--- config.mk ---
export PLATFORM = sky130hd
export DESIGN_NAME = bis_cfg_regs
export DESIGN_NICKNAME = d
export VERILOG_FILES = /design/src/rtl/core/bilinear_image_scaler_unit_assert.svh /design/src/rtl/core/bis_pkg.sv /design/src/rtl/core/bis_cfg_regs.sv
export SDC_FILE = /design/constraint.sdc
export NUM_CORES = 1
export LEC_CHECK = 0
export ABC_CLOCK_PERIOD_IN_PS = 1870
export BUFFER_PORTS_ARGS = -buffer_cell sky130_fd_sc_hd__buf_4
export CAP_MARGIN = 5
export CORE_MARGIN = 2
export CORE_UTILIZATION = 50
export DETAILED_ROUTE_END_ITERATION = 7
export PLACE_DENSITY = 0.83
export SLEW_MARGIN = 15
export SYNTH_ARGS = -nofsm -noshare
export SYNTH_HDL_FRONTEND = slang
export SYNTH_SLANG_ARGS = --single-unit
--- constraint.sdc ---
create_clock -name clk -period 1.87 [get_ports clk]
set_input_delay 0.0935 -clock clk [delete_from_list [all_inputs] [get_ports clk]]
set_output_delay 0.0935 -clock clk [all_outputs]
set_load 0.03 [all_outputs]
--- src/rtl/core/bilinear_image_scaler_unit_assert.svh ---
// assertion macros for the bilinear scaler
`ifndef BILINEAR_IMAGE_SCALER_UNIT_ASSERT_SVH
`define BILINEAR_IMAGE_SCALER_UNIT_ASSERT_SVH
`ifndef SYNTHESIS
`define BIS_ASSERT_IMPL(label, clk, rst_n, ante, cons, msg) \
    label: assert property (@(posedge clk) disable iff (!rst_n) (ante) |-> (cons)) \
        else $error(msg);
`define BIS_ASSERT_NEXT(label, clk, rst_n, ante, cons, msg) \
    label: assert property (@(posedge clk) disable iff (!rst_n) (ante) |=> (cons)) \
        else $error(msg);
`else
`define BIS_ASSERT_IMPL(label, clk, rst_n, ante, cons, msg)
`define BIS_ASSERT_NEXT(label, clk, rst_n, ante, cons, msg)
`endif
`endif

--- src/rtl/core/bis_pkg.sv ---
package bis_pkg;
    localparam int MaxSrcWidth  = 1024;
    localparam int MaxSrcHeight = 1024;
    localparam int FracBits     = 16;
    localparam int CoordW       = 11;
    localparam int ScaleW       = 24;
    localparam int ChanW        = 8;
    localparam int PixW         = 24;

    typedef enum logic [1:0] {
        REG_SRC_WIDTH  = 2'd0,
        REG_SRC_HEIGHT = 2'd1,
        REG_INV_SCALE  = 2'd2
    } reg_index_t;

    localparam logic OP_STORE   = 1'b0;
    localparam logic OP_REQUEST = 1'b1;

    // controller to datapath
    typedef struct packed {
        logic       store;
        logic       map;
        logic       rd;
        logic [1:0] rd_sel;
        logic       cap;
        logic [1:0] cap_sel;
        logic       blend;
        logic       out_load;
    } bis_cmd_t;
endpackage

--- src/rtl/core/bis_cfg_regs.sv ---
module bis_cfg_regs
    import bis_pkg::*;
#(
    parameter int FRAC_BITS = FracBits
)
(
    input  logic              clk,
    input  logic              rst_n,
    input  logic              cfg_write,
    input  logic [1:0]        cfg_index,
    input  logic [ScaleW-1:0] cfg_data,
    output logic [CoordW-1:0] src_width,
    output logic [CoordW-1:0] src_height,
    output logic [ScaleW-1:0] inverse_scale
);
    logic [CoordW-1:0] width_reg, height_reg;
    logic [ScaleW-1:0] scale_reg;

    always_ff @(posedge clk or negedge rst_n)
    begin
        if (!rst_n)
        begin
            width_reg  <= CoordW'(640);
            height_reg <= CoordW'(640);
            scale_reg  <= ScaleW'(1) << FRAC_BITS;
        end
        else if (cfg_write)
        begin
            unique case (cfg_index)
                REG_SRC_WIDTH:  width_reg  <= cfg_data[CoordW-1:0];
                REG_SRC_HEIGHT: height_reg <= cfg_data[CoordW-1:0];
                REG_INV_SCALE:  scale_reg  <= cfg_data;
                default: ;
            endcase
        end
    end

    assign src_width     = width_reg;
    assign src_height    = height_reg;
    assign inverse_scale = scale_reg;
endmodule

==> parameters.txt <==
Parameter                              Value

Route
  Ratio of routed vias to standard cells    4.855
  DRC Markers    0
  Drt pass-1 iters    4
  Routed metal-1 wirelength    1567 um
  Detailed router's first-iteration violation count    32
  Top Metal Used    met4
  Final routed wire length divided by cell count    15.41 um
  Final antenna-violating net count    0
  Total via count in the routed design    ~1200
  DR WL met3    341 um
  Routed Wire Length    3837 um
  Routed wire length on met2    1882 um

GRT
  Global-route wire length before repair    6341 um
  Combined global-route utilization of all metal layers    0.2105
  Initial antenna violation count    0
  Vias in the first global route    1319
  Grt total ovfl    0
  Largest net degree at the start of global routing    47

Worst setup path
  Biggest fanout along the worst timing path    2
  Worst Path Required    1780 ps
  Worst setup path category    reg2out
  Worst Setup End Kind    primary output
  Sum of buffers and inverters on the critical path    1
  Kind of cell adding the most delay to the critical path    flip-flops
  Master of the slowest instance on the critical path    dfstp_2
  Worst setup SP type    register
  Largest incremental delay on the critical path    between 500 and 600 ps
  Cell-by-cell listing of the critical path    buf_4
  Arrival time reported for the critical path endpoint    1060 ps

Synthesis
  Synthesis-stage register bit count    46
  Cell type with the largest total area after synthesis    dfrtp_1
  Top cell type's share of synthesized area    0.5828
  Syn_area_per_cell    between 15 and 20 um^2
  Cells taking the most area after synthesis    dfrtp_1 (58%), mux2_2 (29%), dfstp_2 (7.5%)
  Syn nets    128
  Synthesis Warnings    0
  Distinct cell type count of the synthesized netlist    8
  Share of the yosys chip area belonging to registers    0.6574
  Post-Synthesis Cells    99
  Summed instance area of the synthesized netlist    0.001760 mm^2

Die
  Core area    0.003363 mm^2
  Initial cell density of the core    0.5234
  Die Ht    63.34 um
  Die extent in x    ~63 um
  I/O pins    75
  Die outline area    0.004011 mm^2
  Placement Rows    21

Final layout
  Synthesis-to-layout area growth    50.32%
  Ratio of cells with drive above 1 in the final layout    0.6601
  Most common cell after layout, fill and taps aside    buf_4
  Area used by multi-input combinational logic    around 560 um^2
  Fill cells    229
  Post-Layout Inst Area    around 0.0026 mm^2
  Flip-flop and latch area    around 0.0012 mm^2
  Leading cell types in the layout, fill and taps excluded    buf_4 (75), mux2_2 (45), dfrtp_1 (41), dlygate4sd3_1 (25)
  Nets    231
  Ant diodes    0

Clock tree
  CTS Buffer Depth    2
  Num Clock Sinks    46
  CTS tree    built
  Deepest level of the CTS H-tree    2
  Clock buffer count from CTS    5
  Clock latency on the worst-skew pair    350 ps
  Clock transition at the register clock pins on the worst setup and hold paths after CTS    120 ps
  Resized cells post-CTS    0
  Master cell of the clock root buffer    clkbuf_4

STA
  Setup Viol. Count Final    0
  Setup repair after global routing missed its margin    no
  Final count of pins violating max slew    0
  Shortest clock period the worst path allows after layout    1151 ps
  Final Hold Fails    0
  Final clock skew    0 ps
  Highest achievable clock rate    between 0.8 and 0.9 GHz
  Worst Tran Pin Value    slightly below 600 ps
  Sum of negative setup slack    0 ps
  Post-route fraction of the period consumed by the critical path    0.6155
  Max_slew headroom    0.6118
  Final WS setup    719.1 ps

Power
  Post-layout total power    2.804 mW
  Highest ir drop seen on vdd    0.7038 mV
  Power per cell area    1059 mW/mm^2
  Total leakage power    1.253 nW

Place
  Area of placed instances    0.002336 mm^2
  Final weighted congestion of routability-driven global placement    about 0.64
  Half-perimeter wire length after placement    2448 um
  Post-Place Setup Slack    569.3 ps
  Port bufs    74

Flow run
  Number of max-cap violations    0

Min path
  Hold Crit Class    in2async

Outcome
  Status    completed
==> metrics by stage <==
step | hold WS (ps) | cells | util
finish | 273.1 | 249 | 0.7868
global route | 288.8 | 249 | 0.7868
CTS | 268.9 | 249 | 0.7868
detailed placement | 123.4 | 216 | 0.6946
global placement | 110.0 | 216 | 0.6946
floorplan | -202.1 | 99 | -
==> power by group <==
| group | switching [mW] | internal, mW |
|---|---|---|
| combinational | 0.577 | 0.455 |
| clock | 0.290 | 0.183 |
| sequential | 0.102 | 1.20 |
| total | 0.970 | 1.83 |
==> per-layer routing <==
layer / global-route usage / vias to the layer above
met5: 0 / -
met4: 0.05707 / 0
met3: 0.07500 / 7
met2: 0.3553 / 58
met1: 0.2561 / 590
li1: - / 554
==> sequential cells by signal, indices dropped and copies added, names as in the netlist <==
signal / flops
src_height: 11
inverse_scale: 24
src_width: 11
==> worst paths after layout <==
check | endpoint | start | slack, ps | cells after the start
worst min register to register | inverse_scale[2] | inverse_scale[2] | 520 | 1
worst min-delay path | src_width[1] | rst_n | 270 | 2
worst max-delay path | src_height[7] | src_height[7] | 720 | 1
max in group asynchronous | src_height[7] | rst_n | 1220 | 2
worst max register to register | src_width[2] | src_width[2] | 1080 | 1
min in group clk | src_width[2] | cfg_index[0] | 320 | 4
==> cells by family (layout without fill, tap and decap cells) <==
kind of cell,count (synthesis),after routing,share of synthesized area
buffers and inverters,4,108,0.02558
and+or+nand+nor,3,3,0.02274
DFF,46,46,0.6574
muxes,46,46,0.2942
==> cell usage after synthesis <==
master / instances
mux2_1: 1
buf_6: 4
nand3b_1: 1
dfrtp_1: 41
dfstp_2: 5
nor3b_2: 1
nand3b_4: 1
mux2_2: 45
==> what timing repair did <==
action | 4_1_cts | 5_1_grt
setup buffers | 0 | 0
setup endpoints to repair | 0 | 0
hold buffers | 25 | 0
endpoints found under the hold margin | 87 | 0
==> final cells by class <==
type / instances / area share
Sequential cell: 46 / 0.4374
Multi-Input combinational cell: 49 / 0.2109
Clock buffer: 7 / 0.02080
Tap cell: 46 / 0.02175
Clock inverter: 1 / 0.001891
Timing Repair Buffer: 100 / 0.3073
(Power assumes the default switching activity.)
