`config.mk`:
```
export PLATFORM = sky130hd
export DESIGN_NAME = bis_ctrl
export DESIGN_NICKNAME = d
export VERILOG_FILES = /design/src/rtl/core/bilinear_image_scaler_unit_assert.svh /design/src/rtl/core/bis_pkg.sv /design/src/rtl/core/bis_ctrl.sv
export SDC_FILE = /design/constraint.sdc
export NUM_CORES = 1
export LEC_CHECK = 0
export BUFFER_PORTS_ARGS = -buffer_cell sky130_fd_sc_hd__buf_2
export CAP_MARGIN = 20
export CORE_AREA = 3 3 40 42
export DETAILED_ROUTE_END_ITERATION = 10
export DIE_AREA = 0 0 43 45
export GPL_ROUTABILITY_DRIVEN = 0
export PLACE_DENSITY = 0.59
export RECOVER_POWER = 50
export SLEW_MARGIN = 20
export SYNTH_ARGS = -nofsm -noshare
export SYNTH_HDL_FRONTEND = slang
export SYNTH_SLANG_ARGS = --single-unit
export TNS_END_PERCENT = 20
```
`constraint.sdc`:
```
create_clock -name clk -period 1.8 [get_ports clk]
set_clock_uncertainty 0.2 [all_clocks]
set_input_delay 0.36 -clock clk [delete_from_list [all_inputs] [get_ports clk]]
set_output_delay 0.36 -clock clk [all_outputs]
set_load 0.005 [all_outputs]
```
`src/rtl/core/bilinear_image_scaler_unit_assert.svh`:
```
// assertion macros for the bilinear scaler
`ifndef BILINEAR_IMAGE_SCALER_UNIT_ASSERT_SVH
`define BILINEAR_IMAGE_SCALER_UNIT_ASSERT_SVH
`ifndef SYNTHESIS
`define BIS_ASSERT_IMPL(label, clk, rst_n, ante, cons, msg) \
    label: assert property (@(posedge clk) disable iff (!rst_n) (ante) |-> (cons)) \
        else $error(msg);
`define BIS_ASSERT_NEXT(label, clk, rst_n, ante, cons, msg) \
    label: assert property (@(posedge clk) disable iff (!rst_n) (ante) |=> (cons)) \
        else $error(msg);
`else
`define BIS_ASSERT_IMPL(label, clk, rst_n, ante, cons, msg)
`define BIS_ASSERT_NEXT(label, clk, rst_n, ante, cons, msg)
`endif
`endif

```
`src/rtl/core/bis_pkg.sv`:
```
package bis_pkg;
    localparam int MaxSrcWidth  = 1024;
    localparam int MaxSrcHeight = 1024;
    localparam int FracBits     = 16;
    localparam int CoordW       = 11;
    localparam int ScaleW       = 24;
    localparam int ChanW        = 8;
    localparam int PixW         = 24;

    typedef enum logic [1:0] {
        REG_SRC_WIDTH  = 2'd0,
        REG_SRC_HEIGHT = 2'd1,
        REG_INV_SCALE  = 2'd2
    } reg_index_t;

    localparam logic OP_STORE   = 1'b0;
    localparam logic OP_REQUEST = 1'b1;

    // controller to datapath
    typedef struct packed {
        logic       store;
        logic       map;
        logic       rd;
        logic [1:0] rd_sel;
        logic       cap;
        logic [1:0] cap_sel;
        logic       blend;
        logic       out_load;
    } bis_cmd_t;
endpackage

```
`src/rtl/core/bis_ctrl.sv`:
```
module bis_ctrl
    import bis_pkg::*;
(
    input  logic     clk,
    input  logic     rst_n,
    input  logic     in_valid,
    input  logic     opcode,
    output logic     in_stall,
    output logic     out_valid,
    input  logic     out_stall,
    output bis_cmd_t cmd
);
    typedef enum logic [3:0] {
        S_IDLE, S_MAP, S_R0, S_R1, S_R2, S_R3, S_C3, S_BLEND, S_OUT
    } state_t;

    state_t state_reg, state_next;
    logic   out_valid_reg, out_valid_next;
    logic   in_xfer;
    logic   out_xfer;

    assign out_xfer = out_valid_reg && !out_stall;
    // a new request may enter only once the output register is free
    assign in_stall = (state_reg != S_IDLE) || (out_valid_reg && !out_xfer);
    assign in_xfer  = in_valid && !in_stall;
    assign out_valid = out_valid_reg;

    always_comb
    begin
        state_next     = state_reg;
        out_valid_next = out_valid_reg && !out_xfer;
        cmd            = '0;
        unique case (state_reg)
            S_IDLE:
            begin
                if (in_xfer)
                begin
                    if (opcode == OP_STORE)
                        cmd.store = 1'b1;
                    else
                    begin
                        cmd.map    = 1'b1;
                        state_next = S_MAP;
                    end
                end
            end
            S_MAP:
            begin
                cmd.rd = 1'b1; cmd.rd_sel = 2'd0; state_next = S_R0;
            end
            S_R0:
            begin
                cmd.rd = 1'b1; cmd.rd_sel = 2'd1;
                cmd.cap = 1'b1; cmd.cap_sel = 2'd0; state_next = S_R1;
            end
            S_R1:
            begin
                cmd.rd = 1'b1; cmd.rd_sel = 2'd2;
                cmd.cap = 1'b1; cmd.cap_sel = 2'd1; state_next = S_R2;
            end
            S_R2:
            begin
                cmd.rd = 1'b1; cmd.rd_sel = 2'd3;
                cmd.cap = 1'b1; cmd.cap_sel = 2'd2; state_next = S_R3;
            end
            S_R3:
            begin
                cmd.cap = 1'b1; cmd.cap_sel = 2'd3; state_next = S_C3;
            end
            S_C3:
            begin
                cmd.blend = 1'b1; state_next = S_BLEND;
            end
            S_BLEND:
            begin
                state_next = S_OUT;
            end
            S_OUT:
            begin
                cmd.out_load   = 1'b1;
                out_valid_next = 1'b1;
                state_next     = S_IDLE;
            end
            default: state_next = S_IDLE;
        endcase
    end

    always_ff @(posedge clk or negedge rst_n)
    begin
        if (!rst_n)
        begin
            state_reg     <= S_IDLE;
            out_valid_reg <= 1'b0;
        end
        else
        begin
            state_reg     <= state_next;
            out_valid_reg <= out_valid_next;
        end
    end
endmodule

```
==> metrics.csv, run 1 <==
stage;metric;value;unit
outcome;status;finished, violations left;
outcome;violations;negative setup slack;
timing;drv_slew;0;
floorplan;num_rows;13;
placement;dpl.hpwl;577;um
clocking;htree_num_levels;1;
power;leakagePower;0.241;nW
clocking;clock_path_buffers;2;
detailed_routing;wl_per_cell;11.0;um
synthesis;synthDistinctLibCells;20;
clocking;clock_latency;240;ps
synthesis;ys_seq_area_frac;0.360;
clocking;path_clk_slew;50;ps
critical_path;slowest_delay;450;ps
floorplan;core_area;1280;um2
synthesis;avgSynthCellArea;9.15;um2
critical_path;worst-path-stages;4;
clocking;cts_tree;done;
global_routing;grt_util_all_layers;0.0979;
placement;dpl.cell_count;67;
critical_path;path_max_fanout;6;
critical_path;cp_top_family;simple AND/OR/NAND/NOR gates;
synthesis;syn_inst;38;
critical_path;cp.required;1240;ps
critical_path;slowest_stage;dfrtp_2;
job;cap_violations;0;
timing;fmax;0.534;GHz
critical_path;worstRegToRegCells;4;
synthesis;netlist_top_cells_area;dfrtp_1 (36%), nand2_1 (7.6%), nand3b_4 (5.8%);
synthesis;synthFlopType;dfrtp_1;
synthesis;synth_most_common_cell;nand2_1;
global_routing;grt_pass1_vias;301;
timing;setup_violations;6;
synthesis;ys_ff_latch;5;
synthesis;yosys.area.top_type;dfrtp_1;
floorplan;die_area;1940;um2
power;power.density;1840;nW/um2
finish;antenna_cells;0;
critical_path;startpoint;state_reg[1];
global_routing;grt_pass1_wl;1360;um
finish;nets;64;
finish;layout-drive-gt1-share;0.569;
timing;finalCritPeriodShare;1.04;
synthesis;ys_warn_count;0;
detailed_routing;vias_per_cell;4.49;
critical_path;path_cells;nor3_4 -> nand3b_4 -> nor3b_2 -> buf_2;
global_routing;gr-total-overflow;0;
floorplan;boundaryPins;17;
timing;post-route-min-period;1870;ps
synthesis;async_flop_share;1.00;
timing;worst_pin_slew;292;ps
floorplan;die_h;45;um
synthesis;synth-edff-count;0;
clocking;cts.sinks;5;
synthesis;yosys-top-cells-count;nand2_1 (7), dfrtp_1 (5), nor2_1 (4);
critical_path;reg2reg_from;state_reg[1];
global_routing;antenna_found_initial;0;
synthesis;yosys.area.top_type_share;0.360;
placement;port_buffers;16;
timing;finalHoldViolCount;0;
power;peakVddDrop;0.891;mV
critical_path;r2r-end;out_valid;
synthesis;synth_area;348;um2
detailed_routing;drtIter0Drc;3;
clocking;cts_made_buffers;3;
synthesis;syn_nets;43;
detailed_routing;dr.pass1.iters;2;
clocking;cts_root_buffer;clkbuf_4;
critical_path;arrival;1310;ps
critical_path;crit_path_end_kind;primary output;
finish;area_growth;41.7;%
finish;fin_cells;73;
detailed_routing;routed-via-count;328;
power;power;0.908;mW
detailed_routing;wl;805;um
timing;rsz0062_at_grt;yes;
critical_path;critPathLaunchType;register;
detailed_routing;ant_nets;0;
floorplan;die_w;43;um
critical_path;crit_buf_inv;1;
critical_path;path_class;reg -> out;
timing;fin_ws;-73.3;ps
critical_path;ff2ff_setup_slack;580;ps
timing;relSlewSlack;0.805;
critical_path;critPathCapture;cmd[9];
min_path;worstHoldPathType;in -> reg;
floorplan;start_util;0.271;
global_routing;grt_max_degree;13;
finish;largest_register_ffs;4;
detailed_routing;drc;0;
## layout by cell type, fill, tap and decap left out, types with 2 or more instances in the layout
cell type / Yosys / final
buf_2: 1 / 15
buf_4: 2 / 3
clkbuf_1: 0 / 2
clkbuf_4: 0 / 3
dfrtp_2: 0 / 4
nand2_1: 7 / 6
nor2_1: 4 / 3
nor3_1: 3 / 3
xnor2_1: 2 / 2
## how the worst min path moves through the flow
stage	from	end	slack, ps	cells past startpoint
global placement	rst_n	out_valid	-20	1
floorplan	rst_n	out_valid	-140	0
global route	out_stall	out_valid	250	3
detailed placement	rst_n	out_valid	-20	1
CTS	out_stall	out_valid	220	3
finish	out_stall	out_valid	220	3
## kinds of logic (layout without fill, tap and decap cells)
logic type	count (synthesis)	after routing	synth area share
flip-flops	5	5	0.360
AND/OR/NAND/NOR	23	23	0.435
XOR/XNOR	2	2	0.0504
AO/OA/AOI/OAI	3	3	0.0540
buffers and inverters	5	25	0.101
## tightest hold or removal path, stage by stage
cell     delay [ps]
buf_2            70
nand2_1         110
nand2_1          80
## metal layers
metal,GRT usage,up-vias,share of wire
li1,-,168,-
met1,0.120,150,0.43
met2,0.141,8,0.49
met3,0.0598,2,0.068
met4,0.0361,0,0.011
met5,0,-,0
## layout make-up
class,instances,area [um2]
inverters,1,3.75
multi-input cells,28,203
clock buffers,4,26.3
repair buffers,20,111
well taps,15,18.8
fillers,141,792
flip-flops and latches,5,130
## where the power goes
group	internal [mW]	total [mW]	leakage (nW)	switching (mW)
combinational	0.291	0.512	0.167	0.221
sequential	0.165	0.265	0.0590	0.0995
clock	0.0839	0.131	0.0150	0.0470
total	0.540	0.908	0.241	0.368
## metrics by stage
step,setup slack (ps),setup TNS [ps],cell area [um2],util,hold WS (ps)
after floorplan,217,0,348,-,-136
after global placement,139,0,430,0.335,-17.9
after detailed placement,116,0,430,0.335,-15.5
after CTS,-85.0,-382,485,0.378,218
after global routing,-177,-884,493,0.384,251
final,-73.3,-227,493,0.384,223
## repair_timing
action | CTS | global route
hold endpoints to repair | 5 | 0
pin swaps | 4 | 0
setup buffers | 1 | 0
hold buffers | 1 | 0
resized for setup | 5 | 3
cloned | 0 | 0
endpoints found under the setup margin | 7 | 9
No activity file was read; power rests on OpenSTA's default activity.
==> run 2, diff against run 1 <==
Settings changed: CELL_PAD_IN_SITES_DETAIL_PLACEMENT from default to 1, CELL_PAD_IN_SITES_GLOBAL_PLACEMENT from default to 2, CORE_AREA 3 3 40 42 to default, CORE_MARGIN from default to 3, CORE_UTILIZATION from default to 23, DIE_AREA 0 0 43 45 to default, PLACE_DENSITY 0.59 to 0.82.
==> metrics.csv, run 2 (same netlist as run 1, synthesis figures left out) <==
stage;metric;value;unit;change
finish;nets;65;;+1.6%
global_routing;grt_pass1_wl;1460;um;+7.1%
timing;hold_ws;214;ps;-9.28 ps
clocking;clock_path_buffers;2;;unchanged
finish;final_common_cell;buf_2;;
critical_path;slowest_stage;dfrtp_2;;
outcome;status;finished, violations left;;
placement;port_buffers;16;;unchanged
placement;dpl.cell_count;68;;+1.5%
critical_path;path_class;reg -> out;;
global_routing;grt_max_degree;11;;-2
global_routing;gr-total-overflow;0;;unchanged
min_path;min_path_cells;3;;unchanged
floorplan;die_area;2020;um2;+4.1%
min_path;worstHoldPathType;in -> reg;;
clocking;cts_tree;done;;
job;cap_violations;0;;unchanged
global_routing;antenna_found_initial;0;;unchanged
power;power.density;1830;nW/um2;-0.60%
floorplan;start_util;0.255;;-0.0161
timing;finalHoldViolCount;0;;unchanged
timing;drv_slew;0;;unchanged
floorplan;core_area;1370;um2;+6.3%
floorplan;die_h;44.9;um;-0.24%
critical_path;worstRegToRegCells;4;;unchanged
finish;design_area;524;um2;+6.3%
clocking;clock_latency;240;ps;about the same
finish;utilization;0.384;;about the same
clocking;cts_root_buffer;clkbuf_4;;
power;leakagePower;0.263;nW;+9.0%
power;power;0.960;mW;+5.7%
clocking;htree_num_levels;1;;unchanged
critical_path;crit_path_end_kind;primary output;;
clocking;path_clk_slew;40;ps;about the same
detailed_routing;wl;903;um;+12%
placement;postPlaceCellArea;438;um2;+1.7%
critical_path;cp_top_family;simple AND/OR/NAND/NOR gates;;
timing;setup_violations;7;;+1
finish;area_growth;50.7;%;
clocking;cts_made_buffers;3;;unchanged
timing;finalCritPeriodShare;1.04;;+0.00249
critical_path;crit_buf_inv;1;;unchanged
floorplan;boundaryPins;17;;unchanged
critical_path;path_cells;nor3_4 -> nand3b_4 -> nor3b_2 -> buf_2;;
finish;largest_register_ffs;4;;unchanged
global_routing;grt_util_all_layers;0.105;;+0.00718
floorplan;num_rows;13;;unchanged
timing;rsz0062_at_grt;yes;;
critical_path;path_max_fanout;4;;-2
critical_path;arrival;1320;ps;about the same
detailed_routing;drtIter0Drc;0;;-3
placement;detailedPlace.worstSlack;102;ps;-14.1 ps
finish;layout-drive-gt1-share;0.593;;+0.0243
floorplan;die_w;44.9;um;+4.4%
timing;post-route-min-period;1880;ps;+4.48 ps
timing;fin_ws;-77.8;ps;-4.48 ps
detailed_routing;wl_per_cell;12.2;um;+11%
detailed_routing;dr.pass1.iters;1;;-1
finish;fillers;172;;+22%
placement;dpl.hpwl;653;um;+13%
critical_path;cp.required;1240;ps;about the same
critical_path;worst-path-stages;4;;unchanged
power;peakVddDrop;0.781;mV;-12%
timing;relSlewSlack;0.737;;-0.0685
critical_path;slowest_delay;430;ps;-20 ps
timing;fmax;0.533;GHz;-0.24%
finish;final_cell_mix;buf_2 (14), nand2_1 (6);;
critical_path;critPathLaunchType;register;;
detailed_routing;ant_nets;0;;unchanged
global_routing;grt_pass1_vias;344;;+14%
finish;fin_cells;74;;+1.4%
outcome;violations;negative setup slack;;
detailed_routing;routed-via-count;351;;+7.0%
detailed_routing;vias_per_cell;4.74;;+5.6%
timing;worst_pin_slew;395;ps;+103 ps
finish;antenna_cells;0;;unchanged
timing;setup_tns;-340;ps;-113 ps
detailed_routing;drc;0;;unchanged
clocking;cts.sinks;5;;unchanged
## run 2: layout make-up
cell class              instances  area (um2)  share of cell area
multi-input cells              28         218               0.415
flip-flops and latches          5         129               0.246
repair buffers                 21         129               0.246
clock buffers                   4        26.3              0.0501
well taps                      15        18.8              0.0358
inverters                       1        3.75             0.00716
## run 2: worst paths after layout
kind / from / endpoint / slack (ps)
setup / recovery: state_reg[0] / cmd[9] / -80
hold / removal: out_stall / out_valid / 210
setup reg to reg: state_reg[0] / out_valid / 550
hold reg to reg: state_reg[0] / state_reg[0] / 310
max in group asynchronous: rst_n / state_reg[0] / 860
min in group asynchronous: rst_n / state_reg[3] / 300
## run 2: tightest hold or removal path: stages
cell and delay [ps]:
buf_2 70, nand2_1 110, nand2_1 80
## run 2: repair_timing
action,CTS,global route
endpoints found under the setup margin,7,9
pin swaps,3,0
gates resized for setup,11,2
buffers inserted,1,0
hold endpoints to repair,5,0
hold buffers,1,0
## run 2: per-layer routing
metal / up-vias / wire length, um / track usage
met5: - / 0 / 0
met4: 0 / 5 / 0.0526
met3: 2 / 72 / 0.0598
met2: 11 / 459 / 0.160
met1: 166 / 366 / 0.117
li1: 172 / - / -
## run 2: power breakdown
part	leakage [nW]	internal, mW	switching (mW)
Combinational	0.187	0.314	0.252
Sequential	0.0606	0.164	0.0968
Clock	0.0150	0.0840	0.0484
Total	0.263	0.562	0.397
==> run 3, diff against run 2 <==
Settings changed: CORE_MARGIN 3 to 2.
==> metrics.csv, run 3 (same netlist as run 1, synthesis figures left out) <==
stage;metric;value;unit;change
outcome;status;finished, violations left;;
outcome;violations;negative setup slack;;
critical_path;critPathLaunchType;register;;
clocking;cts_tree;done;;
power;peakVddDrop;0.589;mV;-25%
finish;largest_register_ffs;4;;unchanged
floorplan;num_rows;14;;+1
clocking;cts.sinks;5;;unchanged
clocking;cts_root_buffer;clkbuf_4;;
critical_path;arrival;1350;ps;+30 ps
timing;drv_slew;0;;unchanged
floorplan;core_area;1450;um2;+6.4%
critical_path;crit_path_end_kind;primary output;;
detailed_routing;vias_per_cell;4.58;;-3.5%
clocking;clock_latency;250;ps;about the same
floorplan;die_w;42.9;um;-4.5%
clocking;cts_made_buffers;3;;unchanged
global_routing;use_met3;0.0638;;+0.00407
critical_path;crit_buf_inv;1;;unchanged
clocking;path_clk_slew;40;ps;about the same
placement;dpl.cell_count;68;;unchanged
finish;utilization;0.368;;-0.0154
detailed_routing;wl;929;um;+2.9%
global_routing;antenna_found_initial;0;;unchanged
placement;dpl.hpwl;623;um;-4.5%
critical_path;cp.required;1240;ps;about the same
timing;fin_ws;-113;ps;-35.0 ps
global_routing;use_met2;0.170;;+0.00924
critical_path;slowest_delay;450;ps;+20 ps
finish;fillers;188;;+9.3%
finish;layout-drive-gt1-share;0.581;;-0.0126
detailed_routing;drtIter0Drc;1;;+1
timing;worst_pin_slew;395;ps;+0.180 ps
power;power.density;1880;nW/um2;+2.9%
job;cap_violations;0;;unchanged
critical_path;path_class;reg -> out;;
finish;fin_cells;78;;+5.4%
floorplan;start_util;0.239;;-0.0153
global_routing;grt_util_all_layers;0.127;;+0.0223
floorplan;boundaryPins;17;;unchanged
critical_path;path_cells;nor3_4 -> nand3b_4 -> nor3b_2 -> buf_2;;
critical_path;slowest_stage;dfrtp_2;;
finish;final_cell_mix;buf_2 (14), nand2_1 (6), buf_4 (5);;
global_routing;gr-total-overflow;0;;unchanged
timing;relSlewSlack;0.736;;about the same
timing;fmax;0.523;GHz;-1.8%
finish;area_growth;54.0;%;
min_path;hold_path_startpoint;out_stall;;
detailed_routing;dr.pass1.iters;2;;+1
timing;post-route-min-period;1910;ps;+35.0 ps
global_routing;use_met1;0.138;;+0.0219
clocking;htree_num_levels;1;;unchanged
critical_path;cp_top_family;simple AND/OR/NAND/NOR gates;;
finish;nets;68;;+4.6%
finish;design_area;536;um2;+2.1%
finish;final_common_cell;buf_2;;
power;leakagePower;0.264;nW;+0.20%
critical_path;reg2reg_from;state_reg[1];;
timing;rsz0062_at_grt;yes;;
detailed_routing;ant_nets;0;;unchanged
detailed_routing;drc;0;;unchanged
critical_path;startpoint;state_reg[1];;
floorplan;die_area;1840;um2;-8.7%
detailed_routing;wl_per_cell;11.9;um;-2.4%
detailed_routing;routed-via-count;357;;+1.7%
placement;postPlaceCellArea;432;um2;-1.4%
global_routing;top_usage_layer;met2;;
timing;finalHoldViolCount;0;;unchanged
min_path;worstHoldPathType;in -> reg;;
critical_path;path_max_fanout;5;;+1
placement;port_buffers;16;;unchanged
global_routing;grt_pass1_vias;349;;+1.5%
finish;antenna_cells;0;;unchanged
clocking;clock_path_buffers;2;;unchanged
timing;setup_violations;7;;unchanged
timing;finalCritPeriodShare;1.06;;+0.0194
global_routing;grt_pass1_wl;1560;um;+7.1%
floorplan;die_h;42.9;um;-4.5%
global_routing;grt_max_degree;13;;+2
## run 3: changes by cell type in the layout (fill, tap and decap cells not counted)
cell,delta
nand2_4,-1
nor3b_1,+1
nor3b_2,-1
buf_4,+2
nand2_2,+1
buf_6,+1
nor4bb_2,-1
nor4bb_1,+1
## run 3: metrics by stage
step	hold WS, ps	setup slack [ps]	setup TNS (ps)	power, mW
final	216	-113	-444	1.01
after CTS	210	-113	-500	0.987
after floorplan	-136	217	0	0.578
after detailed placement	-20.4	99.0	0	0.734
after global routing	237	-176	-972	1.10
after global placement	-19.4	140	0	0.724
## run 3: worst paths after layout
kind                                      to  slack [ps]  cells after the start
worst min register to register  state_reg[0]         330                      1
worst max register to register     out_valid         530                      4
worst max-delay path                  cmd[9]        -110                      4
min in group asynchronous          out_valid         290                      2
max in group asynchronous       state_reg[1]         880                      2
worst min-delay path               out_valid         220                      3
## run 3: tightest hold or removal path, stage by stage
cell	delay (ps)
buf_2	80
nand2_1	120
nand2_1	80
## run 3: routing by layer
metal / vias up / share of wire
li1: 175 / -
met1: 165 / 0.44
met2: 12 / 0.43
met3: 5 / 0.084
met4: 0 / 0.046
met5: - / 0
## run 3: final cells by class
cell class	count	area, um2	share of cell area
Timing Repair Buffer	24	155	0.290
Multi-Input combinational cell	28	201	0.376
Sequential cell	5	129	0.241
Tap cell	16	20.0	0.0374
Inverter	1	3.75	0.00701
Clock buffer	4	26.3	0.0491
## run 3: what timing repair did
item,CTS,global route
buffers inserted,4,1
endpoints found under the setup margin,9,9
hold endpoints to repair,5,0
pin swaps,4,1
hold buffers,1,0
gates resized for setup,8,3
gates cloned,0,0
## run 3: power by group
group	internal (mW)	switching [mW]
clock	0.0843	0.0541
sequential	0.164	0.0907
combinational	0.357	0.258
total	0.606	0.403
